`src/hdl/scf_hit_check.sv`:
```
// ----------------------------------------------------------------------------
// scf_hit_check
// Compares the request tag against the ways in use of one set row and picks
// the FIFO victim for a miss.
// ----------------------------------------------------------------------------
`default_nettype none

module scf_hit_check #(
  parameter int unsigned WAYS  = 16,
  parameter int unsigned WAY_W = 4,
  parameter int unsigned CNT_W = 5,
  parameter int unsigned TAG_W = 48
) (
  input  wire logic [WAYS-1:0][TAG_W-1:0] tags,
  input  wire logic [WAYS-1:0]            valid,
  input  wire logic [WAY_W-1:0]           ptr,
  input  wire logic [TAG_W-1:0]           tag,
  input  wire logic [CNT_W-1:0]           ways,
  output logic                            hit,
  output logic      [WAY_W-1:0]           victim,
  output logic      [WAY_W-1:0]           ptr_nxt,
  output logic      [WAYS-1:0]            valid_nxt
);

  logic [WAYS-1:0]  match;
  logic [CNT_W-1:0] victim_ext;
  logic [CNT_W-1:0] next_ext;

  always_comb begin
    for (int w = 0; w < WAYS; w++) begin
      match[w] = (w < int'(ways)) && valid[w] && (tags[w] == tag);
    end
  end

  assign hit = |match;

  // A pointer left beyond the way count (ways lowered) falls back to way 0
  always_comb begin
    victim_ext = CNT_W'(ptr);
    if (victim_ext >= ways) begin
      victim_ext = '0;
    end
    next_ext = victim_ext + CNT_W'(1);
    if (next_ext >= ways) begin
      next_ext = '0;
    end
  end

  assign victim    = WAY_W'(victim_ext);
  assign ptr_nxt   = WAY_W'(next_ext);
  assign valid_nxt = valid | (WAYS'(1) << victim);

endmodule

`default_nettype wire

```
`config.mk`:
```
export PLATFORM = sky130hd
export DESIGN_NAME = scf_hit_check
export DESIGN_NICKNAME = d
export VERILOG_FILES = /design/src/hdl/scf_hit_check.sv
export SDC_FILE = /design/constraint.sdc
export NUM_CORES = 1
export LEC_CHECK = 0
export BUFFER_PORTS_ARGS = -buffer_cell sky130_fd_sc_hd__buf_4
export CORE_AREA = 2 2 338 340
export DETAILED_ROUTE_END_ITERATION = 8
export DIE_AREA = 0 0 340 342
export PLACE_DENSITY = 0.3
export SLEW_MARGIN = 20
export SYNTH_ARGS = -nofsm -noshare
export SYNTH_HDL_FRONTEND = slang
export SYNTH_SLANG_ARGS = --single-unit
```
`constraint.sdc`:
```
create_clock -name vclk -period 5.1
set_input_delay 1.02 -clock vclk [all_inputs]
set_output_delay 1.02 -clock vclk [all_outputs]
set_load 0.03 [all_outputs]
```
==> out/results.tsv <==
stage	metric	value	unit
global_route	grt_pass1_vias	14400	
synthesis	yosysSeqAreaShare	0	%
floorplanning	start_util	8.50	%
final_layout	area_growth	94.5	%
timing	clock.fmax	0.202	GHz
final_layout	multi_input_area	9070	µm²
final_layout	final_nets	3019	
worst_setup_path	arrival	3920	ps
global_route	gr-total-overflow	0	
worst_setup_path	timing.critical_path.slowest_stage_cell	ha_1	
final_layout	regArea	0	µm²
final_layout	final_common_cell	buf_4	
timing	setup_viol	0	
place	dp.cells	3670	
floorplanning	dieArea	116000	µm²
route	via_per_inst	3.66	
timing	post-route-period-util	96.9	%
min_path	hold_depth	3	
power_and_ir_drop	vdd_drop_max	0.0739	mV
timing	tightest_slew	890	ps
synthesis	synthCells	1275	
global_route	grt_pass1_wl	155000	µm
worst_setup_path	critPathMaxStageDelay	270	ps
final_layout	layout.cells.non_filler	3681	
final_layout	final_cell_mix	buf_4, xor2_1, xnor2_1, nor4_1, nand4_1	
worst_setup_path	crit_path_end_kind	output pin	
min_path	hp-class	input port to output pin	
worst_setup_path	worstPathBufferInverterCount	5	
floorplanning	ioPinCount	866	
route	dr.pass1.iters	6	
synthesis	synth_cell_types	46	
place	gp_congestion	0.828	
route	wire_per_inst	34.2	µm
place	hpwl	109000	µm
worst_setup_path	path_class	input port to output pin	
timing	layout_min_cycle_time	4940	ps
timing	slew_viol_final	0	
power_and_ir_drop	power	0.00181	W
synthesis	syn_nets	2131	
place	portBuffers	866	
status	outcome	finished clean	
synthesis	avgSynthCellArea	7.54	µm²
power_and_ir_drop	p_per_area	96.9	nW/µm²
worst_setup_path	critPathRequiredTime	4080	ps
power_and_ir_drop	p_leak	8.12	nW
final_layout	clkbuf_count	0	
floorplanning	die_y	342	µm
worst_setup_path	path_delay_family	simple AND/OR/NAND/NOR gates	
global_route	track_usage	20.6	%
route	dr.first_iter.drc_count	850	
route	ant_nets	0	
final_layout	nFillCells	13100	
synthesis	synth_top_area_share	42.3	%
run	maxCapViolCount	0	
global_route	grt_max_degree	16	
synthesis	yosysWarnings	0	
worst_setup_path	path_cells	buf_4, inv_1, ha_1, nand2b_1, a21o_1, a21o_1, a21oi_1, or2_4, and2_4, inv_2, ha_4, inv_2, ha_1, a21oi_1, nor2b_1, o21ai_1, nand2b_1, nor3_2, buf_4	
final_layout	drive_gt1_share	47.2	%
floorplanning	num_rows	124	
timing	final_hold_viol_count	0	
timing	max_slew_margin	40.0	%
worst_setup_path	worst-path-max-fanout	6	
worst_setup_path	worst-path-stages	19	
synthesis	synth_area	9620	µm²
synthesis	synth_area_leaders	xor2_1, xnor2_1, nor4_1, nand4_1, buf_2	
global_route	grt_antenna_before_repair	24	
worst_setup_path	cp-start-kind	input port	
route	vias	13500	
final_layout	nFlopsAndLatches	0	
route	postRouteWirelength	126000	µm
synthesis	yosys.area.top_type	xor2_1	
route	drc_errors	0	
floorplanning	dieWidth	340	µm
floorplanning	coreArea	113000	µm²
## per-layer routing
metal	vias to the layer above	wire, µm	track usage, %
met5	-	75	0
met4	14	2350	3.96
met3	92	8420	4.82
met2	664	63400	37.0
met1	6529	51500	24.8
li1	6158	-	-
## cells in the mapped netlist (all sizes together), types with 3 or more instances
library cell,number
a221oi,6
nand2,12
nor3,19
o21ai,11
o22ai,13
xor2,465
a22oi,7
o221ai,3
a21oi,6
buf,77
xnor2,251
o211ai,3
inv,47
a2bb2oi,4
ha,15
a2111oi,6
nor4,130
o2bb2ai,8
a21o,12
nand4,89
nand2b,3
a31o,7
nor2,14
clkbuf,23
nand3,20
## cell type report
type | count | area share, %
multi-input combinational | 1126 | 48.5
timing repair buffer | 986 | 40.3
tap | 1512 | 10.1
inverter | 49 | 0.996
antenna | 8 | 0.107
## path summary, 6_finish.rpt
path / endpoint / slack [ps] / startpoint
max: ptr_nxt[3] / 160 / ptr[0]
min: valid_nxt[7] / 2360 / valid[7]
## cells by family after synthesis
| group | synth area share [%] |
|---|---|
| simple gates | 18.5 |
| buf+inv | 6.93 |
| compound gates | 7.40 |
| fa+ha+maj | 1.95 |
| xor+xnor | 65.2 |
## power by group
| group | switching [W] | internal, W | leakage (nW) |
|---|---|---|---|
| Combinational | 0.000962 | 0.000851 | 8.12 |
| Clock | 0 | 0.0000000000571 | 0.0000507 |
| Sequential | 0 | 0 | 0 |
## stage by stage
step	worst slack (ps)	util [%]	setup TNS, ps	hold WS (ps)	area, µm²
final	158	16.5	0	2360	18700
after global routing	-14.8	16.5	-14.8	2370	18700
after CTS	8.53	16.4	0	2360	18600
after detailed placement	-106	16.4	-106	2360	18600
after global placement	-265	16.4	-548	2360	18600
after floorplan	1.57	-	0	2260	9620
## what timing repair did
action | in CTS | in global routing
hold buffers | 0 | 0
setup buffers | 0 | 3
pin swaps | 1 | 8
resized for setup | 3 | 16
setup endpoints to repair | 1 | 4
hold endpoints to repair | 0 | 0
(Power assumes the default switching activity.)
