--- src/hdl/scf_pkg.sv ---
// ----------------------------------------------------------------------------
// scf_pkg
// Shared types and constants for the set-associative cache model with FIFO
// replacement.
// ----------------------------------------------------------------------------
`default_nettype none

package scf_pkg;

  // Field widths fixed by the request format
  localparam int unsigned ADDR_FIELD_W = 48;
  localparam int unsigned TOTAL_W      = 32;

  // Configuration port
  localparam int unsigned CFG_IDX_W  = 2;
  localparam int unsigned CFG_DATA_W = 5;

  localparam logic [CFG_IDX_W-1:0] REG_OFFSET_BITS = 2'd0;
  localparam logic [CFG_IDX_W-1:0] REG_INDEX_BITS  = 2'd1;
  localparam logic [CFG_IDX_W-1:0] REG_WAYS_IN_USE = 2'd2;

  localparam logic [4:0] OFFSET_BITS_RST = 5'd6;
  localparam logic [3:0] INDEX_BITS_RST  = 4'd0;
  localparam logic [4:0] WAYS_IN_USE_RST = 5'd1;

  // Access kind
  localparam logic KIND_READ  = 1'b0;
  localparam logic KIND_WRITE = 1'b1;

  typedef struct packed {
    logic                    kind;
    logic [ADDR_FIELD_W-1:0] address;
  } scf_in_t;

  typedef struct packed {
    logic               hit;
    logic               mem_read;
    logic               mem_write;
    logic [TOTAL_W-1:0] read_total;
    logic [TOTAL_W-1:0] write_total;
    logic [TOTAL_W-1:0] hit_total;
    logic [TOTAL_W-1:0] miss_total;
  } scf_out_t;

  // Outcome of one lookup, handed to the statistics counters
  typedef struct packed {
    logic hit;
    logic is_write;
  } scf_evt_t;

  typedef enum logic [1:0] {
    ST_CLEAR,
    ST_IDLE,
    ST_LOOKUP
  } scf_state_t;

endpackage

`default_nettype wire

--- src/hdl/scf_counters.sv ---
// ----------------------------------------------------------------------------
// scf_counters
// Saturating request statistics: memory reads, memory writes, hits, misses.
// ----------------------------------------------------------------------------
`default_nettype none

module scf_counters
  import scf_pkg::*;
(
  input  wire logic               clk,
  input  wire logic               rst_n,
  input  wire logic               upd,
  input  wire scf_evt_t           evt,
  output logic      [TOTAL_W-1:0] read_total,
  output logic      [TOTAL_W-1:0] write_total,
  output logic      [TOTAL_W-1:0] hit_total,
  output logic      [TOTAL_W-1:0] miss_total
);

  logic [TOTAL_W-1:0] rd_cnt_r, rd_cnt_nxt;
  logic [TOTAL_W-1:0] wr_cnt_r, wr_cnt_nxt;
  logic [TOTAL_W-1:0] hit_cnt_r, hit_cnt_nxt;
  logic [TOTAL_W-1:0] miss_cnt_r, miss_cnt_nxt;

  function automatic logic [TOTAL_W-1:0] sat_inc(input logic [TOTAL_W-1:0] c);
    return (c == '1) ? c : c + TOTAL_W'(1);
  endfunction

  always_comb begin
    rd_cnt_nxt   = rd_cnt_r;
    wr_cnt_nxt   = wr_cnt_r;
    hit_cnt_nxt  = hit_cnt_r;
    miss_cnt_nxt = miss_cnt_r;
    if (upd) begin
      if (evt.hit) begin
        hit_cnt_nxt = sat_inc(hit_cnt_r);
      end else begin
        miss_cnt_nxt = sat_inc(miss_cnt_r);
        rd_cnt_nxt   = sat_inc(rd_cnt_r);
      end
      if (evt.is_write) begin
        wr_cnt_nxt = sat_inc(wr_cnt_r);
      end
    end
  end

  always_ff @(posedge clk) begin
    if (!rst_n) begin
      rd_cnt_r   <= '0;
      wr_cnt_r   <= '0;
      hit_cnt_r  <= '0;
      miss_cnt_r <= '0;
    end else begin
      rd_cnt_r   <= rd_cnt_nxt;
      wr_cnt_r   <= wr_cnt_nxt;
      hit_cnt_r  <= hit_cnt_nxt;
      miss_cnt_r <= miss_cnt_nxt;
    end
  end

  assign read_total  = rd_cnt_r;
  assign write_total = wr_cnt_r;
  assign hit_total   = hit_cnt_r;
  assign miss_total  = miss_cnt_r;

endmodule

`default_nettype wire

--- config.mk ---
export PLATFORM = sky130hd
export DESIGN_NAME = scf_counters
export DESIGN_NICKNAME = d
export VERILOG_FILES = /design/src/hdl/scf_pkg.sv /design/src/hdl/scf_counters.sv
export SDC_FILE = /design/constraint.sdc
export NUM_CORES = 1
export LEC_CHECK = 0
export ABC_AREA = 1
export BUFFER_PORTS_ARGS = -buffer_cell sky130_fd_sc_hd__buf_2
export CORE_AREA = 2 2 97 146
export DETAILED_ROUTE_END_ITERATION = 6
export DIE_AREA = 0 0 99 148
export PLACE_DENSITY = 0.84
export SETUP_SLACK_MARGIN = 0.5
export SLEW_MARGIN = 20
export SYNTH_ARGS = -nofsm -noshare
export SYNTH_HDL_FRONTEND = slang
export SYNTH_SLANG_ARGS = --single-unit
--- constraint.sdc ---
create_clock -name clk -period 3.8 [get_ports clk]
set_input_delay 0.19 -clock clk [delete_from_list [all_inputs] [get_ports clk]]
set_output_delay 0.19 -clock clk [all_outputs]
set_load 0.02 [all_outputs]
==> key figures <==
Outcome
  • Result of the run: completed

Cells and area
  • Diodes inserted: 0
  • Fill count: 1,229
  • Number of nets in the layout: 1,452
  • Final core area utilization: 69.0%
  • Ratio of cells with drive above 1 in the final layout: 15.8%
  • Area added between synthesis and finish: 17.0%

Synthesis
  • Number of synthesized register bits: 128
  • Arithmetic-cell share of the synthesized area counting full adders, half adders and majority gates: 0.636%
  • Number of enable flip-flop cells after synthesis: 0
  • Prevailing post-synth register cell: sky130_fd_sc_hd__dfxtp_1
  • Yosys warning count: 0
  • Multiplexer area fraction after synthesis: 0%
  • Synthesized-area fraction occupied by ao, oa, aoi and oai cells: 7.74%
  • Synthesized area per cell: 5.95 um^2
  • Netlist area before placement: 7870 um^2
  • Main area contributors after synthesis: sky130_fd_sc_hd__dfxtp_1 33%, sky130_fd_sc_hd__nand2_1 19%, sky130_fd_sc_hd__nor2_1 15%, sky130_fd_sc_hd__inv_1 6.0%, sky130_fd_sc_hd__nand3_1 5.5%
  • Proportion of netlist area held by the largest area contributor: 32.6%
  • Xor/xnor cell area share of the yosys netlist: 2.23%
  • Proportion of synthesized flip-flops having asynchronous set or reset: 0%
  • Library cell occupying the most area in the post-synthesis netlist: sky130_fd_sc_hd__dfxtp_1
  • Synth Net Count: 1,331
  • Cell with the most instances after synthesis: sky130_fd_sc_hd__nand2_1
  • Post-synth top cells: 403 x sky130_fd_sc_hd__nand2_1, 319 x sky130_fd_sc_hd__nor2_1, 128 x sky130_fd_sc_hd__dfxtp_1, 126 x sky130_fd_sc_hd__inv_1, 87 x sky130_fd_sc_hd__nand3_1
  • Simple-Gate Fraction of Synth Area: 47.9%
  • Netlist cell types: 32
  • Portion of the post-synthesis area used by sequential elements: 32.6%
  • Instance count of the mapped netlist: 1,322
  • Largest family of logic cells by synthesized area: simple AND/OR/NAND/NOR gates

STA
  • Setup repair after global routing missed its margin: no
  • Max-slew headroom at the worst pin: 30.9%
  • Upper clock frequency limit: 0.434 GHz
  • Count of final max-slew check failures: 0
  • Final Hold Vio Count: 0
  • Final worst-path cycle share: 60.7%
  • Transition time at the pin with the least slew margin: 1030 ps
  • Setup-violating endpoint count in the final report: 0
  • Accumulated negative setup slack: 0 ps
  • Time the worst path needs with I/O delays and setup: 2310 ps
  • Fin Clk Skew: 12.9 ps

Setup path
  • Worst Setup Path Type: reg2reg
  • Kind of cell adding the most delay to the critical path: simple AND/OR/NAND/NOR gates
  • Dominant cell type by count on the critical path: sky130_fd_sc_hd__nand2_4
  • CP Buf/Inv Count: 1
  • Element type at the critical path end: register
  • Endpoint arrival time on the critical path: 2580 ps
  • Sequence of cells on the critical path: ha_1 -> nand2_2 -> nor2_4 -> nand2_4 -> nor2_8 -> nand3_2 -> nand2_4 -> inv_2 -> nand2_1 -> a21oi_2
  • Critical path data required time: 4070 ps
  • Max Fanout on Critical Path: 42
  • Biggest cell delay along the critical path: 400 ps
  • Worst path slowest cell: sky130_fd_sc_hd__nand2_4
  • Setup crit start kind: register

GRT
  • Global routing met3 resource utilization: 4.82%
  • Pin count of the biggest net entering global routing: 104
  • Via count of the first global-routing pass: 7,986
  • Antenna violations before repair: 0
  • Total routing usage reported by global routing: 28.9%
  • Wire length of the first global-routing pass: 35,100 um
  • Most utilized layer in the global route result: met2
  • Sum of overflow across all layers after global routing: 0
  • M2 GR Usage: 50.9%
  • Met1 global-route usage: 33.4%

Floorplan
  • I/O pin total: 133
  • Area of the die: 14,700 um^2
  • Horiz. Die Dim: 99 um
  • Placeable core region: 13,300 um^2
  • Starting utilization of the core area: 59.0%
  • Standard-cell rows: 52
  • Die Y-Extent: 148 um

Routing
  • Residual antenna-violating net count after detailed routing: 0
  • Detailed-routing iteration count for the pre-antenna-repair pass: 5
  • Post-detailed-route via-to-cell ratio: 5.30
  • Vias after detailed routing: 8,576
  • DRC errors left: 0
  • Number of DRC markers in iteration 0: 348
  • Final WL: 20,900 um
  • Average wire length per cell after detail routing: 12.9 um

Hold path
  • HP Class: in2reg

CTS
  • CTS H-tree depth: 4
  • Clock Tree Root: sky130_fd_sc_hd__clkbuf_16
  • Cts repair resizes: 0
  • Longest Clk Path Bufs: 2
  • Hold buffer count at cts: 0
  • Clock-pin slew reported for the worst setup and hold paths after clock tree synthesis: 60 ps
  • Worst-skew pair later-pin latency: 420 ps
  • Num Clock Sinks: 128
  • Number of buffers inserted during clock tree synthesis: 17
  • Number of buffers inserted to repair setup after CTS: 0
  • TritonCTS clock tree: built

Power and ir drop
  • Maximum resistive drop on vdd: 0.374 mV
  • Power per unit of standard cell area: 363 nW/um^2
  • Static leakage power: 4.01 nW

Flow run
  • Max capacitance violation total: 0

Placement
  • Quantity of I/O buffers inserted on ports: 132
  • Hpwl dp: 15,100 um
  • Weighted congestion reported at the end of routability-driven placement: 0.926
-- report_power, final --
group          switching [mW]  internal [mW]
Combinational           0.137         0.0606
Sequential             0.0298           1.36
Clock                   0.634           1.12
-- cell usage in the layout (no fill, tap or decap), drive strengths merged, types with 5 or more instances in the layout --
master and n:
clkinv 7, dfxtp 128, nand4 18, xor2 15, a21oi 63, o21bai 10
nor3 11, nand3b 12, nor2 338, buf 135, clkbuf 19, nand2 426
inv 133, o21ai 31, xnor2 5, nand3 89
-- sequential cells by signal, indices dropped and copies added (netlist names) --
register,cells
hit_total,32
miss_total,32
read_total,32
write_total,32
-- through the flow --
stage               hold WS [ps]  total power, mW  cells  setup slack (ps)  instance area [um^2]
floorplan                    414             1.57   1322              1980                  7870
global placement             491             1.61   1585              1590                  8550
detailed placement           490             1.62   1585              1490                  8550
CTS                          196             3.36   1617              1470                  9180
global route                 235             3.44   1618              1300                  9200
finish                       207             3.34   1618              1490                  9200
-- cell families after synthesis --
logic type | Yosys count
AND/OR/NAND/NOR | 897
buffers and inverters | 166
AO/OA/AOI/OAI | 107
flip-flops | 128
adder cells (fa/ha/maj) | 4
XOR/XNOR | 20
-- per-layer routing --
metal | vias up | routed length (um) | share of wire (%)
met4 | 0 | 763 | 3.7
li1 | 4355 | - | -
met1 | 3845 | 8340 | 40
met2 | 309 | 10500 | 50
met3 | 67 | 1270 | 6.1
met5 | - | 0 | 0
-- worst register-to-register path: cells and delay by family (launching register included) --
family | cells | cell delay (ps)
and+or+nand+nor | 7 | 1180
AOI/OAI and AO/OA | 1 | 60
DFF | 1 | 380
adders and majority gates | 1 | 220
buffers and inverters | 1 | 300
-- path summary, 6_finish.rpt --
check | startpoint | endpoint | slack (ps) | cells past startpoint
setup / recovery | write_total[0] | write_total[14] | 1490 | 10
hold / removal | upd | hit_total[17] | 210 | 5
setup reg to reg | write_total[0] | write_total[14] | 1490 | 10
hold reg to reg | miss_total[8] | miss_total[8] | 500 | 2
-- final cells by class --
cell class              count  area (um^2)  share of cell area [%]
clock buffers              19          443                    4.81
clock inverters            13          185                    2.01
inverters                 133          499                    5.42
multi-input cells        1028         4600                    50.0
flip-flops and latches    128         2560                    27.8
well taps                 162          203                    2.20
repair buffers            135          706                    7.67
Note: power is estimated with default switching activity, not from simulation.
